### config.mk
export PLATFORM = sky130hd
export DESIGN_NAME = perfect_square_remover_unit_flat
export DESIGN_NICKNAME = d
export VERILOG_FILES = /design/src/hw/rtl/psr_pkg.sv /design/src/hw/rtl/psr_ifs.sv /design/src/hw/rtl/psr_cell.sv /design/src/hw/rtl/perfect_square_remover_unit.sv /design/src/flat_wrapper.sv
export SDC_FILE = /design/constraint.sdc
export NUM_CORES = 2
export LEC_CHECK = 0
export BUFFER_PORTS_ARGS = -buffer_cell sky130_fd_sc_hd__buf_2
export CAP_MARGIN = 20
export CORE_AREA = 2 2 267 269
export CTS_CLUSTER_DIAMETER = 80
export DETAILED_ROUTE_END_ITERATION = 8
export DIE_AREA = 0 0 269 271
export PLACE_DENSITY = 0.82
export SYNTH_ARGS = -nofsm -noshare
export SYNTH_HDL_FRONTEND = slang
export SYNTH_SLANG_ARGS = --single-unit
### constraint.sdc
create_clock -name clk -period 96.9 [get_ports clk]
set_clock_uncertainty 0.1 [all_clocks]
set_input_delay 19.38 -clock clk [delete_from_list [all_inputs] [get_ports clk]]
set_output_delay 19.38 -clock clk [all_outputs]
set_load 0.05 [all_outputs]
### src/hw/rtl/psr_pkg.sv
// Shared constants and types for the perfect square remover.
package psr_pkg;

    localparam int MaxItems = 1024;
    localparam int CntW     = 11;
    localparam int CntLimit = (1 << CntW) - 1;
    localparam int CountCap = (MaxItems > CntLimit) ? CntLimit : MaxItems;

    localparam int ValW     = 32;
    localparam int NumCells = ValW / 2;
    localparam int RootW    = NumCells;
    localparam int RemW     = RootW + 2;

    // Payload handed from one root cell to the next.
    typedef struct packed {
        logic [ValW-1:0]  value;
        logic             last;
        logic             neg;
        logic [ValW-1:0]  rad;   // radicand bits still to be consumed, msb first
        logic [RemW-1:0]  rem;
        logic [RootW-1:0] root;
    } cell_data_t;

endpackage

### src/hw/rtl/psr_ifs.sv
// Request and result channels of the perfect square remover.
interface psr_item_if;
    logic               valid;
    logic               ready;
    logic signed [31:0] value;
    logic               last;

    modport source (output valid, output value, output last, input ready);
    modport sink   (input valid, input value, input last, output ready);
endinterface

interface psr_result_if;
    logic               valid;
    logic               ready;
    logic signed [31:0] value_out;
    logic               has_value;
    logic               end_of_list;
    logic [10:0]        removed_total;
    logic               none_left;

    modport source (output valid, output value_out, output has_value, output end_of_list,
                    output removed_total, output none_left, input ready);
    modport sink   (input valid, input value_out, input has_value, input end_of_list,
                    input removed_total, input none_left, output ready);
endinterface

### src/hw/rtl/psr_cell.sv
// One root digit cell: consumes two radicand bits, yields one root bit.
module psr_cell (
    input  logic                clk,
    input  logic                rst_n,
    input  logic                adv,
    input  logic                valid_in,
    input  psr_pkg::cell_data_t data_in,
    output logic                valid_out,
    output psr_pkg::cell_data_t data_out
);
    import psr_pkg::*;

    logic             valid_reg;
    cell_data_t       data_reg;
    cell_data_t       data_next;
    logic [RemW+1:0]  rem_sh;
    logic [RemW+1:0]  trial;
    logic [RemW+1:0]  diff;
    logic             ge;

    always_comb
    begin
        rem_sh = {data_in.rem, data_in.rad[ValW-1 -: 2]};
        trial  = {2'b00, data_in.root, 2'b01};
        ge     = (rem_sh >= trial);
        diff   = rem_sh - trial;

        data_next       = data_in;
        data_next.rad   = {data_in.rad[ValW-3:0], 2'b00};
        data_next.rem   = ge ? diff[RemW-1:0] : rem_sh[RemW-1:0];
        data_next.root  = {data_in.root[RootW-2:0], ge};
    end

    always_ff @(posedge clk or negedge rst_n)
    begin
        if (!rst_n)
        begin
            valid_reg <= 1'b0;
        end
        else if (adv)
        begin
            valid_reg <= valid_in;
        end
    end

    always_ff @(posedge clk)
    begin
        if (adv)
        begin
            data_reg <= data_next;
        end
    end

    assign valid_out = valid_reg;
    assign data_out  = data_reg;

endmodule

### src/hw/rtl/perfect_square_remover_unit.sv
// Top level: square root cell chain, list counters and result register.
// An accepted request passes through the 16 root cells and then the result
// register; squares that are not last give no result.
// Throughput: one request per cycle; the whole chain stalls together while
// the result register holds a request that has not been taken.
// Reset (rst_n, asynchronous, active low) empties the chain and the result
// register and clears both list counters.
module perfect_square_remover_unit (
    input logic         clk,
    input logic         rst_n,
    psr_item_if.sink    items,
    psr_result_if.source results
);
    import psr_pkg::*;

    // Cell chain: stage k holds the request after k root digits.
    logic       cell_valid [NumCells+1];
    cell_data_t cell_data  [NumCells+1];
    logic       adv;

    // Result register
    logic               out_valid_reg;
    logic signed [31:0] value_out_reg;
    logic               has_value_reg;
    logic               end_reg;
    logic [CntW-1:0]    removed_total_reg;
    logic               none_left_reg;

    // List counters
    logic [CntW-1:0] kept_reg;
    logic [CntW-1:0] kept_next;
    logic [CntW-1:0] removed_reg;
    logic [CntW-1:0] removed_next;
    logic [CntW-1:0] kept_inc;
    logic [CntW-1:0] removed_inc;

    cell_data_t tail;
    logic       tail_valid;
    logic       tail_sq;
    logic       emit;

    // The chain moves whenever the result register is free or being emptied.
    assign adv          = !out_valid_reg || results.ready;
    assign items.ready  = adv;

    always_comb
    begin
        cell_data[0]       = '0;
        cell_data[0].value = items.value;
        cell_data[0].last  = items.last;
        cell_data[0].neg   = items.value[ValW-1];
        cell_data[0].rad   = items.value;
        cell_valid[0]      = items.valid;
    end

    for (genvar k = 0; k < NumCells; k++)
    begin : g_cell
        psr_cell u_cell (
            .clk       (clk),
            .rst_n     (rst_n),
            .adv       (adv),
            .valid_in  (cell_valid[k]),
            .data_in   (cell_data[k]),
            .valid_out (cell_valid[k+1]),
            .data_out  (cell_data[k+1])
        );
    end

    assign tail       = cell_data[NumCells];
    assign tail_valid = cell_valid[NumCells];

    // Negative values are never squares; otherwise an exact root leaves no remainder.
    assign tail_sq = !tail.neg && (tail.rem == '0);
    assign emit    = tail_valid && (!tail_sq || tail.last);

    // Saturating counters, updated as each request leaves the chain.
    always_comb
    begin
        kept_inc     = (kept_reg >= CntW'(CountCap)) ? CntW'(CountCap) : kept_reg + 1'b1;
        removed_inc  = (removed_reg >= CntW'(CountCap)) ? CntW'(CountCap)
                                                         : removed_reg + 1'b1;
        kept_next    = tail_sq ? kept_reg : kept_inc;
        removed_next = tail_sq ? removed_inc : removed_reg;
    end

    always_ff @(posedge clk or negedge rst_n)
    begin
        if (!rst_n)
        begin
            kept_reg      <= '0;
            removed_reg   <= '0;
            out_valid_reg <= 1'b0;
        end
        else if (adv)
        begin
            out_valid_reg <= emit;
            if (tail_valid)
            begin
                if (tail.last)
                begin
                    // list done: start afresh
                    kept_reg    <= '0;
                    removed_reg <= '0;
                end
                else
                begin
                    kept_reg    <= kept_next;
                    removed_reg <= removed_next;
                end
            end
        end
    end

    always_ff @(posedge clk)
    begin
        if (adv)
        begin
            value_out_reg     <= tail_sq ? '0 : tail.value;
            has_value_reg     <= !tail_sq;
            end_reg           <= tail.last;
            removed_total_reg <= tail.last ? removed_next : '0;
            none_left_reg     <= tail.last && (kept_next == '0);
        end
    end

    assign results.valid         = out_valid_reg;
    assign results.value_out     = value_out_reg;
    assign results.has_value     = has_value_reg;
    assign results.end_of_list   = end_reg;
    assign results.removed_total = removed_total_reg;
    assign results.none_left     = none_left_reg;

endmodule
### src/flat_wrapper.sv
// flat-port wrapper written by rule: the top's interface ports become plain ports
module perfect_square_remover_unit_flat import psr_pkg::*;
  (clk, rst_n, items_valid, items_value, items_last, items_ready, results_valid, results_value_out, results_has_value, results_end_of_list, results_removed_total, results_none_left, results_ready);
  psr_item_if items_i ();
  psr_result_if results_i ();
  input logic clk;
  input logic rst_n;
  input wire logic [$bits(items_i.valid)-1:0] items_valid;
  input wire logic [$bits(items_i.value)-1:0] items_value;
  input wire logic [$bits(items_i.last)-1:0] items_last;
  output wire logic [$bits(items_i.ready)-1:0] items_ready;
  output wire logic [$bits(results_i.valid)-1:0] results_valid;
  output wire logic [$bits(results_i.value_out)-1:0] results_value_out;
  output wire logic [$bits(results_i.has_value)-1:0] results_has_value;
  output wire logic [$bits(results_i.end_of_list)-1:0] results_end_of_list;
  output wire logic [$bits(results_i.removed_total)-1:0] results_removed_total;
  output wire logic [$bits(results_i.none_left)-1:0] results_none_left;
  input wire logic [$bits(results_i.ready)-1:0] results_ready;
  assign items_i.valid = items_valid;
  assign items_i.value = items_value;
  assign items_i.last = items_last;
  assign items_ready = items_i.ready;
  assign results_valid = results_i.valid;
  assign results_value_out = results_i.value_out;
  assign results_has_value = results_i.has_value;
  assign results_end_of_list = results_i.end_of_list;
  assign results_removed_total = results_i.removed_total;
  assign results_none_left = results_i.none_left;
  assign results_i.ready = results_ready;
  perfect_square_remover_unit u_core (.clk(clk), .rst_n(rst_n), .items(items_i), .results(results_i));
endmodule
======== After elaboration in Yosys (flattened, before gate mapping) ========
Index checks and enable logic that the tools add are counted.
W data, S select, Z words.
storage, ports and cells
  register bits ........................... 1262
  bits in latches ......................... 0
  RAM bits ................................ 0
  memory bits (read-only) ................. 0
  bits of input ports ..................... 37
  output and inout bits ................... 48
  logic and storage cells ................. 188
  memories kept ........................... 0
operators by class
  $add $sub $neg .......................... 18
  multiply operators ...................... 0
  divide/modulo/power cells ............... 0
  order comparisons ....................... 18
  eq/ne operators ......................... 0
  shift operators ......................... 0
  mux-type cells .......................... 22
  bitwise operators ....................... 0
  reductions and logical operators ........ 11
operators by type and width
  cell                     count
  $mux W18                 15
  $mux W11                 6
  $add A11 B1 Y11 const B  2
  $ge A11 B11 Y1 const B   2
  $ge A20 B10 Y1           1
  $ge A20 B11 Y1           1
  $ge A20 B12 Y1           1
  $ge A20 B13 Y1           1
  $ge A20 B14 Y1           1
  $ge A20 B15 Y1           1
  $ge A20 B16 Y1           1
  $ge A20 B17 Y1           1
  $ge A20 B3 Y1            1
  $ge A20 B4 Y1            1
  $ge A20 B5 Y1            1
  $ge A20 B6 Y1            1
  $ge A20 B7 Y1            1
  $ge A20 B8 Y1            1
  $ge A20 B9 Y1            1
  $logic_not A18 Y1        1
  $sub A18 B10 Y18         1
  $sub A18 B11 Y18         1
  $sub A18 B12 Y18         1
  $sub A18 B13 Y18         1
  other kinds (19)         24

======== Logic depth before layout (Yosys ltp) ========
  word-level depth ........................ 5
  depth in mapped cells ................... 11
  depth with buffers taken out ............ 9

======== Hierarchy ========
Synthesis repeated with hierarchy kept, for this count alone.
second synthesis, totals
  cells, all modules ...................... 4567
  area, all modules ....................... 70578.9 µm²
modules (own cells, without submodules)
  module                                   times used  cells each  area an instance (µm²)  seq. area each (µm²)
  psr_cell at u_core.g_cell[0].u_cell ...  15          266         4195.3                  2967.8
  psr_cell at u_core.g_cell[15].u_cell     1           259         4227.8                  2967.8
  perfect_square_remover_unit              1           318         3422.0                  1956.9

======== Worst setup path before layout ========
No wires, ideal clock.
  path type ............................... in2out
  start point ............................. input results_ready
  end point ............................... output items_ready
  arrival ................................. 46.313 ns
  required time ........................... 77.420 ns
  setup slack ............................. 31.107 ns
  cell stages on the path ................. 3
  path buffers ............................ 2
  cell sequence ........................... nand2b_1 > clkbuf_1 > clkbuf_1
between the ends
  word-level cells in the longest chain between the ends .. 1
ends and longest elaborated chain
  item                line                               text
  start, declared     flat_wrapper.sv:18                 input wire logic [$bits(results_i.ready)-1:0] results_ready;
  $logic_or A1 B1 Y1  perfect_square_remover_unit.sv:43  assign adv = !out_valid_reg || results.ready;
  end, declared       flat_wrapper.sv:11                 output wire logic [$bits(items_i.ready)-1:0] items_ready;
No other way between the ends.

======== Worst setup path in the final report ========
Ends and elaborated chain as after synthesis.

==> impl_metrics.prom <==
# TYPE chip_impl_metric gauge
chip_impl_info{name="yosys.cell_count.top_type",value="sky130_fd_sc_hd__edfxtp_1"} 1
chip_impl_info{name="cp_slowest_cell",value="sky130_fd_sc_hd__nand2b_4"} 1
chip_impl_metric{name="fmaxAchievable",unit="GHz"} 0.0251
chip_impl_metric{name="cts_hold_buf",unit=""} 0
chip_impl_metric{name="register_to_register_setup_slack",unit="ps"} 92920
chip_impl_metric{name="drc_errors",unit=""} 0
chip_impl_info{name="run_status",value="complete, no violations"} 1
chip_impl_info{name="cts_tree",value="done"} 1
chip_impl_info{name="synth_commonest_cells",value="sky130_fd_sc_hd__edfxtp_1, sky130_fd_sc_hd__inv_1, sky130_fd_sc_hd__nor2_1"} 1
chip_impl_metric{name="synth_fp_nets",unit=""} 3182
chip_impl_metric{name="finalWeightedCongestion",unit=""} 0.947
chip_impl_info{name="setup.worst_path.class",value="in2out"} 1
chip_impl_metric{name="post-cts-setup-buffers",unit=""} 0
chip_impl_metric{name="vias",unit=""} 24042
chip_impl_metric{name="setup_total_negative_slack",unit="ps"} 0
chip_impl_metric{name="power.total",unit="mW"} 1.64
chip_impl_metric{name="post-synth-top-area-fraction",unit=""} 0.672
chip_impl_metric{name="via_count_of_the_first_global_routing_pass",unit=""} 23727
chip_impl_metric{name="grt_use_met2",unit=""} 0.356
chip_impl_info{name="cpMostUsedCell",value="sky130_fd_sc_hd__buf_2"} 1
chip_impl_metric{name="timing_max_transition_violations_final",unit=""} 0
chip_impl_info{name="busiest_layer",value="met2"} 1
chip_impl_metric{name="global_route_track_usage_on_met1",unit=""} 0.262
chip_impl_metric{name="hold_viol_final",unit=""} 0
chip_impl_metric{name="maximum_clock_insertion_buffer_count",unit=""} 3
chip_impl_metric{name="numPortBuffers",unit=""} 84
chip_impl_metric{name="irDropWorstVdd",unit="V"} 0.0000220
chip_impl_metric{name="worst_slew_pin_slew",unit="ps"} 1120
chip_impl_metric{name="netlist-cell-type-count",unit=""} 100
chip_impl_metric{name="clk_transition_reported_paths",unit="ps"} 80
chip_impl_metric{name="synthCells",unit=""} 2986
chip_impl_metric{name="report.final.setup_viol",unit=""} 0
chip_impl_info{name="critical_path.startpoint",value="results_ready"} 1
chip_impl_info{name="rsz0062_at_grt",value="no"} 1
chip_impl_info{name="timing.rr.end",value="u_core.g_cell[12].u_cell.data_out[29]"} 1
chip_impl_info{name="cts_root_buffer",value="sky130_fd_sc_hd__clkbuf_16"} 1
chip_impl_metric{name="worst-r2r-cell-count",unit=""} 4
chip_impl_metric{name="number_of_gates_resized_after_cts",unit=""} 0
chip_impl_metric{name="finalNetCount",unit=""} 3313
chip_impl_metric{name="totalWireLength",unit="mm"} 75.4
chip_impl_metric{name="globalRouteOverflowTotal",unit=""} 0
chip_impl_metric{name="die_footprint",unit="µm²"} 72900
chip_impl_metric{name="critical_path_peak_fanout",unit=""} 39
chip_impl_metric{name="power_leakage",unit="nW"} 18.6
chip_impl_info{name="worstSetupEndpointType",value="primary output"} 1
chip_impl_metric{name="h-tree-depth",unit=""} 3
chip_impl_metric{name="slew-limit-headroom",unit=""} 0.252
chip_impl_metric{name="slowest_delay",unit="ps"} 510
chip_impl_metric{name="grt_pass1_wl",unit="mm"} 120
chip_impl_metric{name="powerDensity",unit="nW/µm²"} 34.3
chip_impl_info{name="crit_path_end",value="items_ready"} 1
chip_impl_metric{name="drt_first_pass_iters",unit=""} 5
chip_impl_info{name="crit_path_cell_trace",value="buf_2, nand2b_4, buf_2"} 1
chip_impl_metric{name="antenna_left",unit=""} 0
chip_impl_info{name="synth-main-ff-cell",value="sky130_fd_sc_hd__edfxtp_1"} 1
chip_impl_metric{name="largest_reg_flops",unit=""} 916
chip_impl_metric{name="avgRoutedWirePerCell",unit="µm"} 18.2
chip_impl_metric{name="source_to_sink_clock_delay_at_the_later_pin_of_the_worst_skew_pair",unit="ps"} 670
chip_impl_metric{name="area_growth",unit="%"} 11.2
chip_impl_info{name="reg2reg_from",value="u_core.results.valid"} 1
chip_impl_info{name="yosys.area.top_type",value="sky130_fd_sc_hd__edfxtp_1"} 1
chip_impl_metric{name="synthesis.area_per_instance",unit="µm²"} 14.4
chip_impl_metric{name="start_util",unit=""} 0.616
chip_impl_metric{name="fp.dieH",unit="µm"} 271
chip_impl_metric{name="detailedPlacementHpwl",unit="mm"} 47.7
chip_impl_metric{name="total_cts_buffers",unit=""} 98
chip_impl_metric{name="grt_max_degree",unit=""} 197
chip_impl_metric{name="core",unit="µm²"} 69800
chip_impl_metric{name="cap_viol_max_count",unit=""} 0
chip_impl_metric{name="yosys_warnings",unit=""} 0
chip_impl_metric{name="ys_ff_latch",unit=""} 1001
chip_impl_metric{name="floorplan.io_pins",unit=""} 85
chip_impl_info{name="min_path_type",value="reg2reg"} 1
chip_impl_metric{name="signal_arrival_time_at_the_worst_endpoint",unit="ps"} 20430
chip_impl_metric{name="globalRouteMet3Util",unit=""} 0.0367
chip_impl_metric{name="final.fill_count",unit=""} 4484
chip_impl_metric{name="tritoncts_num_sinks",unit=""} 1001
chip_impl_metric{name="synth-edff-count",unit=""} 962
chip_impl_metric{name="num_rows",unit=""} 97
chip_impl_metric{name="final_core_utilization",unit=""} 0.685
chip_impl_metric{name="post_route_minimum_period",unit="ps"} 39910
chip_impl_metric{name="grt.total_usage",unit=""} 0.206
chip_impl_info{name="cp-start-kind",value="input port"} 1
chip_impl_metric{name="mappedNetlistArea",unit="µm²"} 43000
chip_impl_info{name="yosys-top-cells-area",value="sky130_fd_sc_hd__edfxtp_1, sky130_fd_sc_hd__ha_1, sky130_fd_sc_hd__xnor2_1"} 1
chip_impl_metric{name="ys_seq_area_frac",unit=""} 0.695
chip_impl_metric{name="layout_worst_path_cycle_share",unit=""} 0.412
chip_impl_metric{name="drt-vias-per-instance",unit=""} 5.81
chip_impl_metric{name="async_reset_ff_frac",unit=""} 0.0390
chip_impl_metric{name="detailedRoute.firstIterationViolations",unit=""} 2014
chip_impl_metric{name="antenna_found_initial",unit=""} 1
chip_impl_metric{name="critPathRequiredTime",unit="ps"} 77420
chip_impl_metric{name="chipWidth",unit="µm"} 269
chip_impl_metric{name="layout-drive-gt1-share",unit=""} 0.120
[critical path, delay by kind of cell]
kind	cells	cell delay (ps)
buf+inv	2	500
simple gates	1	510
[stage by stage]
step | instance area [µm²] | setup WS (ps) | hold WS, ps | cells
6_report | 47800 | 56990 | 308 | 4141
5_1_grt | 47800 | 56910 | 312 | 4140
4_1_cts | 47800 | 56940 | 311 | 4137
3_5_place_dp | 44400 | 56940 | 305 | 3954
3_3_place_gp | 44400 | 56970 | 300 | 3954
2_1_floorplan | 43000 | 31110 | 300 | 2986
[cell type report]
cell class | instances | area (µm²) | area share
clock buffers | 111 | 2500 | 0.0523
inverters | 204 | 771 | 0.0161
clock inverters | 72 | 842 | 0.0176
well taps | 940 | 1180 | 0.0246
repair buffers | 100 | 603 | 0.0126
diodes | 1 | 2.50 | 0.0000523
multi-input cells | 1712 | 12100 | 0.252
flip-flops and latches | 1001 | 29900 | 0.625
[cells in the final DEF (no fill, tap or decap), drive strengths merged, types with 29 or more instances in the layout]
cell type  count
edfxtp       962
inv          213
nor2         187
ha           159
a21oi        157
nand2        136
xnor2        121
clkbuf       111
o21ai        105
buf          100
mux2          81
xor2          73
nor3          63
nand3         52
clkinv        43
and2          41
a21o          39
dfrtp         39
nor4          38
or3           33
o21a          31
nand2b        31
nor2b         29
nand4         29
[worst min path at each step]
| stage | start | depth (start not counted) | end |
|---|---|---|---|
| after floorplan | u_core.g_cell[9].u_cell.data_out[67] | 0 | u_core.g_cell[10].u_cell.data_out[67] |
| after global placement | u_core.g_cell[4].u_cell.data_out[69] | 0 | u_core.g_cell[5].u_cell.data_out[69] |
| after detailed placement | u_core.g_cell[9].u_cell.data_out[93] | 0 | u_core.g_cell[10].u_cell.data_out[93] |
| after CTS | u_core.g_cell[11].u_cell.data_out[73] | 0 | u_core.g_cell[12].u_cell.data_out[73] |
| after global routing | u_core.g_cell[11].u_cell.data_out[73] | 0 | u_core.g_cell[12].u_cell.data_out[73] |
| final | u_core.g_cell[5].u_cell.data_out[92] | 0 | u_core.g_cell[6].u_cell.data_out[92] |
[cells by family (layout without fill, tap and decap cells)]
group                    after synthesis  after routing  share of synthesized area
multiplexers                          94             94                     0.0245
other                                  1              2                  0.0000872
flip-flops                          1001           1001                      0.695
buffers and inverters                273            487                     0.0254
AO/OA/AOI/OAI                        518            518                     0.0784
adder cells (fa/ha/maj)              159            159                     0.0463
XOR/XNOR                             194            194                     0.0397
AND/OR/NAND/NOR                      746            746                     0.0911
[metal layers]
metal | vias up | part of all wire
met3 | 155 | 0.049
met5 | - | 0
met2 | 709 | 0.51
met4 | 0 | 0.027
met1 | 11690 | 0.42
li1 | 11488 | -
[power breakdown]
part | internal, mW | switching [mW]
Sequential | 0.733 | 0.0920
Clock | 0.224 | 0.164
Combinational | 0.168 | 0.261
Total | 1.12 | 0.517
(Power assumes the default switching activity.)
